File: src/servo_keyframe_interpolator_macros.svh
`ifndef SERVO_KEYFRAME_INTERPOLATOR_MACROS_SVH
`define SERVO_KEYFRAME_INTERPOLATOR_MACROS_SVH

// same-cycle implication, checked on clk, quiet in reset
`define SKI_ASSERT_SAME(lbl, ante, cons, msg) \
	lbl: assert property (@(posedge clk) disable iff (!arst_n) (ante) |-> (cons)) \
		else $error(msg);

// next-cycle implication
`define SKI_ASSERT_NEXT(lbl, ante, cons, msg) \
	lbl: assert property (@(posedge clk) disable iff (!arst_n) (ante) |=> (cons)) \
		else $error(msg);

`endif

File: src/skint_pkg.sv
package skint_pkg;

	typedef struct packed {
		logic [2:0] action;
		logic       table_select;
		logic [7:0] start_angle;
		logic [7:0] stop_angle;
		logic [9:0] unit_count;
		logic [7:0] ticks_per_unit;
	} item_t;

	typedef struct packed {
		logic [7:0] angle_out;
		logic       op_ok;
		logic       finished;
		logic [4:0] segment_now;
	} result_t;

	// one table entry, 34 bits
	typedef struct packed {
		logic [7:0] start;
		logic [7:0] stop;
		logic [9:0] units;
		logic [7:0] mult;
	} entry_t;

	localparam logic [2:0] ACT_TICK    = 3'd0;
	localparam logic [2:0] ACT_PUSH    = 3'd1;
	localparam logic [2:0] ACT_POP     = 3'd2;
	localparam logic [2:0] ACT_RESTART = 3'd3;
	localparam logic [2:0] ACT_LOOP    = 3'd4;

	localparam logic [9:0] ANGLE_MAX = 10'd180;

	typedef struct packed {
		logic capture;
		logic exec;
		logic rd;
		logic step;
		logic div_step;
		logic add;
		logic reload;
		logic out_load;
	} cmd_t;

	typedef struct packed {
		logic tick;
		logic hold;
		logic seg_end;
		logic play_stop;
		logic div_last;
	} stat_t;

endpackage

File: src/servo_keyframe_interpolator.sv
// Tick with interpolation: decode, step, restoring division, accumulator add, then the
//   result is posted; the restoring divider produces one quotient bit per cycle.
// Tick at a segment boundary: decode, step, next-entry read, reload; tick ending initial table:
//   decode, step; hold, push, pop, restart, loop switch: decode only.
// A new word is accepted the cycle after the previous result is posted to the output register.
// arst_n clears counts, playback counters, mode and accumulator; table contents are not cleared.
module servo_keyframe_interpolator #(
	parameter int TABLE_DEPTH   = 16,
	parameter int FRACTION_BITS = 16
) (
	input  logic               clk,
	input  logic               arst_n,
	input  logic               item_valid,
	output logic               item_stall,
	input  skint_pkg::item_t   item,
	output logic               result_valid,
	input  logic               result_stall,
	output skint_pkg::result_t result
);

	skint_pkg::cmd_t  cmd;
	skint_pkg::stat_t stat;

	skint_ctrl u_ctrl (
		.clk          (clk),
		.arst_n       (arst_n),
		.item_valid   (item_valid),
		.item_stall   (item_stall),
		.result_valid (result_valid),
		.result_stall (result_stall),
		.stat         (stat),
		.cmd          (cmd)
	);

	skint_datapath #(
		.TABLE_DEPTH   (TABLE_DEPTH),
		.FRACTION_BITS (FRACTION_BITS)
	) u_datapath (
		.clk    (clk),
		.arst_n (arst_n),
		.item   (item),
		.cmd    (cmd),
		.stat   (stat),
		.result (result)
	);

endmodule

File: src/skint_datapath.sv
`include "servo_keyframe_interpolator_macros.svh"

module skint_datapath #(
	parameter int TABLE_DEPTH   = 16,
	parameter int FRACTION_BITS = 16
) (
	input  logic               clk,
	input  logic               arst_n,
	input  skint_pkg::item_t   item,
	input  skint_pkg::cmd_t    cmd,
	output skint_pkg::stat_t   stat,
	output skint_pkg::result_t result
);

	localparam int AW   = $clog2(TABLE_DEPTH);
	localparam int CW   = $clog2(TABLE_DEPTH + 1);
	localparam int ACCW = FRACTION_BITS + 10;
	localparam int NW   = FRACTION_BITS + 8;
	localparam int DW   = 18;
	localparam int DCW  = $clog2(NW);

	skint_pkg::item_t   item_q;
	skint_pkg::entry_t  ini_mem [TABLE_DEPTH];
	skint_pkg::entry_t  lp_mem  [TABLE_DEPTH];
	skint_pkg::entry_t  ini_rd_q, lp_rd_q;
	skint_pkg::entry_t  ent, wr_ent;
	skint_pkg::result_t result_q;

	logic [CW-1:0]   ini_cnt_q, lp_cnt_q, idx_q;
	logic            loop_q, ok_q;
	logic [7:0]      sub_q;
	logic [9:0]      units_q;
	logic [ACCW-1:0] acc_q;
	logic [DW-1:0]   prod_q, rem_q;
	logic            neg_q;
	logic [NW-1:0]   quo_q;
	logic [DCW-1:0]  dcnt_q;

	logic [CW-1:0]   act_cnt, sel_cnt, idx_inc;
	logic [7:0]      sub_inc, sub_nx, diff;
	logic [9:0]      units_nx, ip;
	logic            unit_roll, at_end, first, neg, push_ok;
	logic [NW-1:0]   num;
	logic [DW-1:0]   prod;
	logic [DW:0]     rem_w, rem_sub;
	logic            fits;
	logic [ACCW-1:0] mag, inc, start_fx;
	logic [7:0]      angle;
	logic [CW+4:0]   idx_ext;

	assign wr_ent = '{start: item_q.start_angle, stop: item_q.stop_angle,
		units: item_q.unit_count, mult: item_q.ticks_per_unit};

	assign ent     = loop_q ? lp_rd_q : ini_rd_q;
	assign act_cnt = loop_q ? lp_cnt_q : ini_cnt_q;
	assign sel_cnt = item_q.table_select ? ini_cnt_q : lp_cnt_q;
	assign push_ok = sel_cnt < CW'(TABLE_DEPTH);

	assign sub_inc   = sub_q + 8'd1;
	assign unit_roll = sub_inc >= ent.mult;
	assign sub_nx    = unit_roll ? 8'd0 : sub_inc;
	assign units_nx  = unit_roll ? units_q + 10'd1 : units_q;
	assign idx_inc   = idx_q + CW'(1);
	assign at_end    = idx_inc >= act_cnt;
	assign first     = (idx_q == '0) && (sub_q == 8'd0) && (units_q == 10'd0);

	assign neg  = ent.stop < ent.start;
	assign diff = neg ? ent.start - ent.stop : ent.stop - ent.start;
	assign num  = {diff, {FRACTION_BITS{1'b0}}};
	assign prod = DW'(ent.mult) * DW'(ent.units);

	// restoring divider, one quotient bit per cycle
	assign rem_w   = {rem_q, quo_q[NW-1]};
	assign fits    = rem_w >= {1'b0, prod_q};
	assign rem_sub = rem_w - {1'b0, prod_q};

	assign mag      = {2'b00, quo_q};
	assign inc      = (prod_q == '0) ? '0 : (neg_q ? ACCW'(0) - mag : mag);
	assign start_fx = {2'b00, ent.start, {FRACTION_BITS{1'b0}}};

	assign stat.tick      = item_q.action == skint_pkg::ACT_TICK;
	assign stat.hold      = (act_cnt == '0) || (idx_q >= act_cnt);
	assign stat.seg_end   = units_nx >= ent.units;
	assign stat.play_stop = at_end && !loop_q;
	assign stat.div_last  = dcnt_q == DCW'(NW - 1);

	assign ip      = acc_q[ACCW-1:FRACTION_BITS];
	assign angle   = acc_q[ACCW-1] ? 8'd0 :
		(ip > skint_pkg::ANGLE_MAX ? skint_pkg::ANGLE_MAX[7:0] : ip[7:0]);
	assign idx_ext = {5'b00000, idx_q};

	assign result = result_q;

	always_ff @(posedge clk) begin
		if (cmd.capture) begin
			item_q <= item;
		end
		if (cmd.exec && item_q.action == skint_pkg::ACT_PUSH && push_ok) begin
			if (item_q.table_select) begin
				ini_mem[ini_cnt_q[AW-1:0]] <= wr_ent;
			end else begin
				lp_mem[lp_cnt_q[AW-1:0]] <= wr_ent;
			end
		end
		if (cmd.rd) begin
			ini_rd_q <= ini_mem[idx_q[AW-1:0]];
			lp_rd_q  <= lp_mem[idx_q[AW-1:0]];
		end
		if (cmd.step) begin
			prod_q <= prod;
			neg_q  <= neg;
			rem_q  <= '0;
			quo_q  <= num;
			dcnt_q <= '0;
		end
		if (cmd.div_step) begin
			rem_q  <= fits ? rem_sub[DW-1:0] : rem_w[DW-1:0];
			quo_q  <= {quo_q[NW-2:0], fits};
			dcnt_q <= dcnt_q + DCW'(1);
		end
		if (cmd.out_load) begin
			result_q <= '{angle_out: angle, op_ok: ok_q,
				finished: !loop_q && ini_cnt_q != '0 && idx_q >= ini_cnt_q,
				segment_now: idx_ext[4:0]};
		end
	end

	always_ff @(posedge clk or negedge arst_n) begin
		if (!arst_n) begin
			ini_cnt_q <= '0;
			lp_cnt_q  <= '0;
			loop_q    <= 1'b0;
			ok_q      <= 1'b0;
			idx_q     <= '0;
			sub_q     <= 8'd0;
			units_q   <= 10'd0;
			acc_q     <= '0;
		end else begin
			if (cmd.exec) begin
				ok_q <= (item_q.action == skint_pkg::ACT_PUSH && push_ok) ||
					(item_q.action == skint_pkg::ACT_POP && sel_cnt != '0);
				case (item_q.action)
					skint_pkg::ACT_PUSH: begin
						if (push_ok) begin
							if (item_q.table_select) begin
								ini_cnt_q <= ini_cnt_q + CW'(1);
							end else begin
								lp_cnt_q <= lp_cnt_q + CW'(1);
							end
						end
					end
					skint_pkg::ACT_POP: begin
						if (sel_cnt != '0) begin
							if (item_q.table_select) begin
								ini_cnt_q <= ini_cnt_q - CW'(1);
							end else begin
								lp_cnt_q <= lp_cnt_q - CW'(1);
							end
						end
					end
					skint_pkg::ACT_RESTART: begin
						idx_q   <= '0;
						sub_q   <= 8'd0;
						units_q <= 10'd0;
					end
					skint_pkg::ACT_LOOP: begin
						loop_q  <= 1'b1;
						idx_q   <= '0;
						sub_q   <= 8'd0;
						units_q <= 10'd0;
					end
					default: begin
					end
				endcase
			end
			if (cmd.step) begin
				if (first) begin
					acc_q <= start_fx;
				end
				sub_q <= sub_nx;
				if (stat.seg_end) begin
					units_q <= 10'd0;
					idx_q   <= (at_end && loop_q) ? '0 : idx_inc;
				end else begin
					units_q <= units_nx;
				end
			end
			if (cmd.add) begin
				acc_q <= acc_q + inc;
			end
			if (cmd.reload) begin
				acc_q <= start_fx;
			end
		end
	end

	`SKI_ASSERT_SAME(a_ini_cnt_range, 1'b1, ini_cnt_q <= CW'(TABLE_DEPTH), "initial count overflow")
	`SKI_ASSERT_SAME(a_lp_cnt_range, 1'b1, lp_cnt_q <= CW'(TABLE_DEPTH), "loop count overflow")
	`SKI_ASSERT_NEXT(a_next_seg_valid, cmd.step && stat.seg_end && !stat.play_stop, idx_q < act_cnt, "next segment out of table")

endmodule

File: src/skint_ctrl.sv
`include "servo_keyframe_interpolator_macros.svh"

module skint_ctrl (
	input  logic             clk,
	input  logic             arst_n,
	input  logic             item_valid,
	output logic             item_stall,
	output logic             result_valid,
	input  logic             result_stall,
	input  skint_pkg::stat_t stat,
	output skint_pkg::cmd_t  cmd
);

	typedef enum logic [2:0] {
		S_IDLE, S_DEC, S_CUR, S_DIV, S_ADD, S_NRD, S_NLD, S_FIN
	} state_t;

	state_t state_q;
	logic   res_valid_q;
	logic   slot_free;

	assign slot_free    = !res_valid_q || !result_stall;
	assign item_stall   = state_q != S_IDLE;
	assign result_valid = res_valid_q;

	always_comb begin
		cmd          = '0;
		cmd.capture  = (state_q == S_IDLE) && item_valid;
		cmd.exec     = state_q == S_DEC;
		cmd.rd       = (state_q == S_DEC) || (state_q == S_NRD);
		cmd.step     = state_q == S_CUR;
		cmd.div_step = state_q == S_DIV;
		cmd.add      = state_q == S_ADD;
		cmd.reload   = state_q == S_NLD;
		cmd.out_load = (state_q == S_FIN) && slot_free;
	end

	always_ff @(posedge clk or negedge arst_n) begin
		if (!arst_n) begin
			state_q     <= S_IDLE;
			res_valid_q <= 1'b0;
		end else begin
			if (state_q == S_FIN && slot_free) begin
				res_valid_q <= 1'b1;
			end else if (!result_stall) begin
				res_valid_q <= 1'b0;
			end
			case (state_q)
				S_IDLE: begin
					if (item_valid) begin
						state_q <= S_DEC;
					end
				end
				S_DEC: begin
					state_q <= (stat.tick && !stat.hold) ? S_CUR : S_FIN;
				end
				S_CUR: begin
					if (stat.seg_end) begin
						state_q <= stat.play_stop ? S_FIN : S_NRD;
					end else begin
						state_q <= S_DIV;
					end
				end
				S_DIV: begin
					if (stat.div_last) begin
						state_q <= S_ADD;
					end
				end
				S_ADD: state_q <= S_FIN;
				S_NRD: state_q <= S_NLD;
				S_NLD: state_q <= S_FIN;
				S_FIN: begin
					if (slot_free) begin
						state_q <= S_IDLE;
					end
				end
				default: state_q <= S_IDLE;
			endcase
		end
	end

	`SKI_ASSERT_NEXT(a_accept_decodes, state_q == S_IDLE && item_valid, state_q == S_DEC, "accepted word not decoded")
	`SKI_ASSERT_NEXT(a_div_ends, state_q == S_DIV && stat.div_last, state_q == S_ADD, "divider did not hand over")
	`SKI_ASSERT_NEXT(a_fin_posts, state_q == S_FIN && slot_free, res_valid_q && state_q == S_IDLE, "result not posted")

endmodule
File: config.mk
export PLATFORM = sky130hd
export DESIGN_NAME = servo_keyframe_interpolator
export DESIGN_NICKNAME = d
export VERILOG_FILES = /design/src/skint_pkg.sv /design/src/servo_keyframe_interpolator.sv /design/src/skint_datapath.sv /design/src/skint_ctrl.sv
export VERILOG_INCLUDE_DIRS = /design/src /design/src/src
export SDC_FILE = /design/constraint.sdc
export NUM_CORES = 2
export LEC_CHECK = 0
export BUFFER_PORTS_ARGS = -buffer_cell sky130_fd_sc_hd__buf_2
export CAP_MARGIN = 20
export CORE_ASPECT_RATIO = 1.2
export CORE_MARGIN = 2
export CORE_UTILIZATION = 59
export CTS_BUF_LIST = sky130_fd_sc_hd__clkbuf_8
export CTS_CLUSTER_SIZE = 24
export DETAILED_ROUTE_END_ITERATION = 10
export HOLD_SLACK_MARGIN = 0.15
export PLACE_DENSITY_LB_ADDON = 0.1
export SYNTH_ARGS = -nofsm -noshare
export SYNTH_HDL_FRONTEND = slang
export SYNTH_SLANG_ARGS = --single-unit
File: constraint.sdc
create_clock -name clk -period 5.71 [get_ports clk]
set_clock_uncertainty 0.05 [all_clocks]
set_input_delay 1.142 -clock clk [delete_from_list [all_inputs] [get_ports clk]]
set_output_delay 1.142 -clock clk [all_outputs]
set_load 0.02 [all_outputs]
; After elaboration in Yosys (flattened, before gate mapping)
; Memories as Yosys holds them, arrays and structs flattened. A register that Yosys moved wholly into a read port is not among the register bits.
; Index checks and enable logic that the tools add are counted.
[word_totals]
memories = 2
register_bits = 184
out_inout_bits = 17
word_cells = 176
ramBits = 1088
in_bits = 42
[op_classes]
n_reduce_logical = 46
eq_ne = 22
n_mux = 57
n_addsub = 13
multipliers = 1
order_cmp = 9
[memory_table]
columns = name, depth, word_bits, rd, rd_clocked_by_memory_dff, wr, line_no
row1 = u_datapath.ini_mem, 16, 34, 1, 1, 1, skint_datapath.sv:23  ; skint_pkg::entry_t ini_mem [TABLE_DEPTH];
row2 = u_datapath.lp_mem, 16, 34, 1, 1, 1, skint_datapath.sv:24  ; skint_pkg::entry_t lp_mem [TABLE_DEPTH];
[op_table]
columns = cell, n
row1 = $mux 26, 6
row2 = $mux 5, 17
row3 = $mux 18, 3
row4 = $mux 10, 5
row5 = $mux 24, 2
row6 = $mux 8, 6
row7 = $mux 34, 1
row8 = $add 26x26->26, 1
row9 = $sub 1x24->25 const A, 1
row10 = $pmux 3 s7, 1
row11 = $add 5x1->5 const B, 4
row12 = $pmux 5 s2, 2
row13 = $ge 19x18->1, 1
row14 = $logic_not 18->1, 1
row15 = $mul 8x10->18, 1
row16 = $sub 18x18->18, 1
row17 = $sub 8x8->8, 2
row18 = $eq 3x3->1 const B, 5
row19 = $ge 5x5->1, 3
row20 = $mux 3, 5
row21 = $logic_and 1x1->1, 13
row22 = $eq 3x2->1 const B, 4
row23 = $ne 2x1->1 const B, 6
row24 = $reduce_and 6->1, 2
row25 = 25 further kinds, 55

; Longest topological paths before layout
[logic_depth]
word_depth = 7
depth_mapped = 22
ltp_nobuf = 20

; Cells and area by module
; Synthesis repeated with hierarchy kept, for this count alone.
[unflattened]
hier_cells = 3149
hier_area_um2 = 57587.7
[modules_own_cells]
columns = module, seq_area_each_um2, instances, cells_per_inst, area_per_inst_um2
row1 = skint_datapath, 39813.2, 1, 3114, 57283.7
row2 = skint_ctrl, 100.1, 1, 35, 304.0

; Worst setup path after synthesis
; Ideal clock, no wire load.
[synth_timing]
path_kind = register -> register
startpoint = register u_datapath.loop_q
endpoint = register u_datapath.prod_q[17] (data pin)
synth_period_minus_slack_ns = 5.473
setup_time_ns = 0.167
required_ns = 5.493
n_path_buf = 2
arrival_time_ns = 5.256
stages_incl_launch_ff = 20
slack_ns = 0.237
cell_sequence = dfrtp_1 > clkbuf_1 > clkbuf_1 > mux2i_1 > nor2_1 > fa_1 > inv_1 > fa_1 > inv_1 > fa_1 > fa_1 > ha_1 > a21oi_1 > o21bai_1 > a21o_1 > inv_1 > a21boi_0 > o41ai_1 > nor2_1 > a211oi_1
[synth_via]
elab_chain_cells = 2
[synth_lines]
columns = element, line_no
row1 = from (decl), skint_datapath.sv:30  ; logic loop_q, ok_q;
row2 = from (signal assigned), skint_datapath.sv:132  ; loop_q <= 1'b0;
row3 = from (signal assigned), skint_datapath.sv:167  ; loop_q <= 1'b1;
row4 = $mux 34, skint_datapath.sv:54  ; assign ent = loop_q ? lp_rd_q : ini_rd_q;
row5 = $mul 8x10->18, skint_datapath.sv:70  ; assign prod = DW'(ent.mult) * DW'(ent.units);
row6 = net u_datapath.prod[17], skint_datapath.sv:44  ; logic [DW-1:0] prod;
row7 = to (signal assigned), skint_datapath.sv:110  ; prod_q <= prod;
row8 = to (decl), skint_datapath.sv:34  ; logic [DW-1:0] prod_q, rem_q;
; The timed path passes the listed nets, and every way through them passes these cells.
; A chain may end at the register's enable or synchronous reset.

; Final worst setup path
; Same ends and word-level chain as after synthesis.

==> run summary <==
The run finished with clean final reports. The tree is rooted in a sky130_fd_sc_hd__clkbuf_8. Summed over all layers, the global routing overflow is 0. In this run the count of I/O pins placed on the die edge is 59. Row generation in the floorplan step produced 125 rows. The number of antenna-violating nets in the routed design was 0; the die span in x was 289 um. Entering global routing, the biggest net connects 123 pins. Yosys mapped a number of flops with a built-in enable equal to 1275.

Data arrives at the worst endpoint at 5.97 ns. The length in cells of the worst reg-to-reg path is 18. For the hold violation total from the final report, the log shows 0.

The number of I/O port buffers was 58. In the synthesized netlist, the cells that appear most often are sky130_fd_sc_hd__edfxtp_1 (1275), sky130_fd_sc_hd__mux4_2 (340), sky130_fd_sc_hd__nor2_1 (180). Average footprint of a synthesized cell: 18.3 um2. During synthesis, Yosys emitted a total of 0 warnings. The maximum frequency from static timing analysis was 0.187 GHz; the total number of clock tree sinks was 1340. Flip-flop cell with the highest count after synthesis: sky130_fd_sc_hd__edfxtp_1.

Global routing used 26.9% of the available tracks across all layers. In the final layout, the share of cells above drive strength 1 is 22.8%. The cell count of the worst hold path was 1.

The number of antenna violations at the first check in global routing is 4. The number of buffers on the longest clock path is 3. Prior to clock tree synthesis, the placed netlist has a worst setup slack of 0.388 ns. The initial core utilization came out at 59.4%. The multi-input combinational cells in the finished layout cover a total of 0.0168 mm2.

The relative area change from synthesis to final layout was 10.5%. The wire-length estimate of the detail-placed layout is 76600 um. For the pin with the worst max-slew slack, the measured transition is 1.05 ns. Dividing the final minimum period by the clock period gives 93.9%. Hold is met by 0.395 ns.

The final worst slack is 0.350 ns, and the hold buffer count at cts is 0. TritonCTS created 200 clock buffers. The tools report the endpoint required time on the critical path as 6.32 ns. Clock-pin slew was measured on the worst setup and hold paths at 0.06 ns.

The run gives 21.7 nW as the leakage power total. Number of design-rule violations left by the first detailed-router iteration: 2716. The class of the most critical hold timing path is in -> reg. The DRC violation count after routing was 0. The count of pins over their slew limit was 0. The completed layout was analyzed and its total power is 0.0324 W. The finished cells cover 0.0636 mm2.

Nature of the critical path startpoint: a flip-flop. The height of the die was 346 um. For the worst-case vdd ir drop, the log shows 0.886 mV. For the worst-skew pair, the clock arrives at the later sink with an insertion delay of 0.87 ns.

The number of nets in the synthesized netlist is 3390. The post-synthesis async set-or-reset flop share works out to 4.85%. Cell with the largest stage delay on the worst path: sky130_fd_sc_hd__dfrtp_2. The worst setup path is captured at a flip-flop. The final layout contains routed wiring with a total length of 130000 um. Power spread over the standard cell area amounts to 509 mW/mm2. The largest stage delay on the critical path came out at 0.57 ns. By area the synthesized netlist is led by sky130_fd_sc_hd__edfxtp_1 (67%), sky130_fd_sc_hd__mux4_2 (13%), sky130_fd_sc_hd__ha_1 (3.1%), sky130_fd_sc_hd__dfrtp_1 (2.8%), sky130_fd_sc_hd__fa_1 (1.9%).

The number of max-capacitance violations reported came out at 0. TritonCTS built the clock tree. The run gives 31300 as the via count of the first global-routing pass. At the end of routability-driven placement, the weighted congestion stood at 0.890.

The area share of the largest cell type after synthesis works out to 66.5%. Detailed routing inserted a total of 29900 vias. The time the final worst path needs with I/O delays and setup works out to 5.36 ns. The run gives 0 as the quantity of gates resized following cts. Summing every instance area after synthesis gives 0.0575 mm2. Using the TritonRoute via totals, the vias-per-cell ratio works out to 6.23. Once the clock tree was built, the setup fixing pass inserted 0 buffers. For the final-layout setup total negative slack, the log shows 0 ns. The area used by sequential logic in the layout was 0.0399 mm2; the relative slew slack was 29.6%. The H-tree depth was 4; the maximum fanout encountered on the critical timing path was 16. Setup violations remaining at the end of the flow were counted as 0. Of the synthesized area, sequential elements account for 69.4%. The placed standard-cell area was 0.0598 mm2; the routed length per placed instance was 27.2 um. Yosys instantiated no cell more often than sky130_fd_sc_hd__edfxtp_1. The floorplan step defined a die boundary enclosing 0.100 mm2. The first global-routing pass estimated 195000 um of wire.

Counting the fill cells in the layout gives 6482. Walking the worst path, the cells encountered are mux2_2, inv_1, nor2_1, fa_1, inv_1, fa_1, inv_1, fa_1, fa_1, ha_1, a21oi_1, o21bai_1, a21o_1, inv_1, a21boi_0, o41ai_1, nor2_1, a211oi_1. After floorplanning, the core was sized to cover 0.0968 mm2. The cell taking the most area after synthesis was sky130_fd_sc_hd__edfxtp_1. After the last flow step, the layout net total stands at 3600. After synthesis the netlist holds a flip-flop and latch count of 1340. The critical path class is reg -> reg. The tools report the detailed-router iteration count before antenna repair as 5.

The number of different library cells used by synthesis comes to 75. In the synthesized netlist, the number of instances is 3151. Setup repair after global routing left no endpoint under its margin.
[layout by cell type (no fill, tap or decap), types with 20 or more instances in the layout]
| master | count |
|---|---|
| sky130_fd_sc_hd__nor3_1 | 22 |
| sky130_fd_sc_hd__fa_1 | 54 |
| sky130_fd_sc_hd__clkinv_2 | 31 |
| sky130_fd_sc_hd__a21o_1 | 34 |
| sky130_fd_sc_hd__mux4_2 | 340 |
| sky130_fd_sc_hd__inv_1 | 215 |
| sky130_fd_sc_hd__xnor2_1 | 50 |
| sky130_fd_sc_hd__xor2_1 | 49 |
| sky130_fd_sc_hd__nand2b_1 | 20 |
| sky130_fd_sc_hd__clkbuf_8 | 202 |
| sky130_fd_sc_hd__ha_1 | 143 |
| sky130_fd_sc_hd__dfrtp_1 | 60 |
| sky130_fd_sc_hd__mux2i_1 | 47 |
| sky130_fd_sc_hd__o21ai_0 | 72 |
| sky130_fd_sc_hd__nand3_1 | 38 |
| sky130_fd_sc_hd__edfxtp_1 | 1275 |
| sky130_fd_sc_hd__a21oi_1 | 81 |
| sky130_fd_sc_hd__nor2_1 | 151 |
| sky130_fd_sc_hd__buf_2 | 58 |
| sky130_fd_sc_hd__nand2_1 | 143 |
| sky130_fd_sc_hd__nor2_4 | 29 |
| sky130_fd_sc_hd__clkinv_1 | 54 |
| sky130_fd_sc_hd__buf_4 | 62 |
[routing by layer]
| metal | track usage (%) | up-vias | wire (um) |
|---|---|---|---|
| met5 | 0 | - | 14 |
| met4 | 8.31 | 2 | 3250 |
| met3 | 5.76 | 221 | 9780 |
| met2 | 44.7 | 1114 | 66600 |
| met1 | 36.0 | 15600 | 50900 |
| li1 | - | 13000 | - |
[cells by family (layout without fill, tap and decap cells)]
| group | after synthesis | in the layout | synth area share, % |
|---|---|---|---|
| XOR/XNOR | 99 | 99 | 1.51 |
| AO/OA/AOI/OAI | 318 | 318 | 3.61 |
| adder cells (fa/ha/maj) | 197 | 197 | 4.99 |
| flip-flops | 1340 | 1340 | 69.4 |
| multiplexers | 405 | 405 | 14.5 |
| other | 0 | 2 | 0 |
| AND/OR/NAND/NOR | 513 | 513 | 4.16 |
| buffers and inverters | 279 | 653 | 1.89 |
[where the power goes]
part | switching, W | internal, W | total (W)
logic | 0.00708 | 0.00525 | 0.0123
clock network | 0.00364 | 0.00360 | 0.00725
registers | 0.000697 | 0.0121 | 0.0128
total | 0.0114 | 0.0209 | 0.0324
[critical path, delay by kind of cell (launching register included)]
family / cells / cell delay [ns]
simple gates: 2 / 0.20
fa+ha+maj: 5 / 2.30
buf+inv: 4 / 0.31
flops: 1 / 0.57
mux: 1 / 0.45
compound gates: 6 / 1.30
[final cells by class]
cell class / count / share of cell area [%]
timing repair buffer: 130 / 1.50
clock buffer: 202 / 4.37
tap: 1270 / 2.50
antenna: 2 / 0.00787
inverter: 157 / 0.927
clock inverter: 164 / 1.48
multi-input combinational: 1532 / 26.4
sequential: 1340 / 62.8
[flip-flops by register name, indices dropped and copies added, names as in the netlist, 3 cells and up]
signal                cells
u_ctrl.state_q            3
u_datapath.acc_q         26
u_datapath.dcnt_q         5
u_datapath.idx_q          5
u_datapath.ini_cnt_q      5
u_datapath.ini_mem      544
u_datapath.ini_rd_q      34
u_datapath.item_q        38
u_datapath.lp_cnt_q       5
u_datapath.lp_mem       544
u_datapath.lp_rd_q       34
u_datapath.prod_q        18
u_datapath.quo_q         24
u_datapath.rem_q         18
u_datapath.result        15
u_datapath.sub_q          8
u_datapath.units_q       10
[final timing paths]
kind / start / end / slack [ns]
min in group asynchronous: arst_n / u_datapath.acc_q[14] / 0.41
max in group asynchronous: arst_n / u_datapath.idx_q[3] / 4.42
setup / recovery: u_datapath.loop_q / u_datapath.prod_q[17] / 0.35
hold reg to reg: u_datapath.ok_q / u_datapath.result[6] / 0.44
setup reg to reg: u_datapath.loop_q / u_datapath.prod_q[17] / 0.35
hold / removal: item[19] / u_datapath.item_q[19] / 0.40
[metrics by stage]
step / utilization, % / std cells
after floorplan: - / 3151
after global placement: 61.7 / 4424
after detailed placement: 61.7 / 4425
after CTS: 65.6 / 4791
after global routing: 65.7 / 4797
final: 65.7 / 4797
Note: power is estimated with default switching activity, not from simulation.
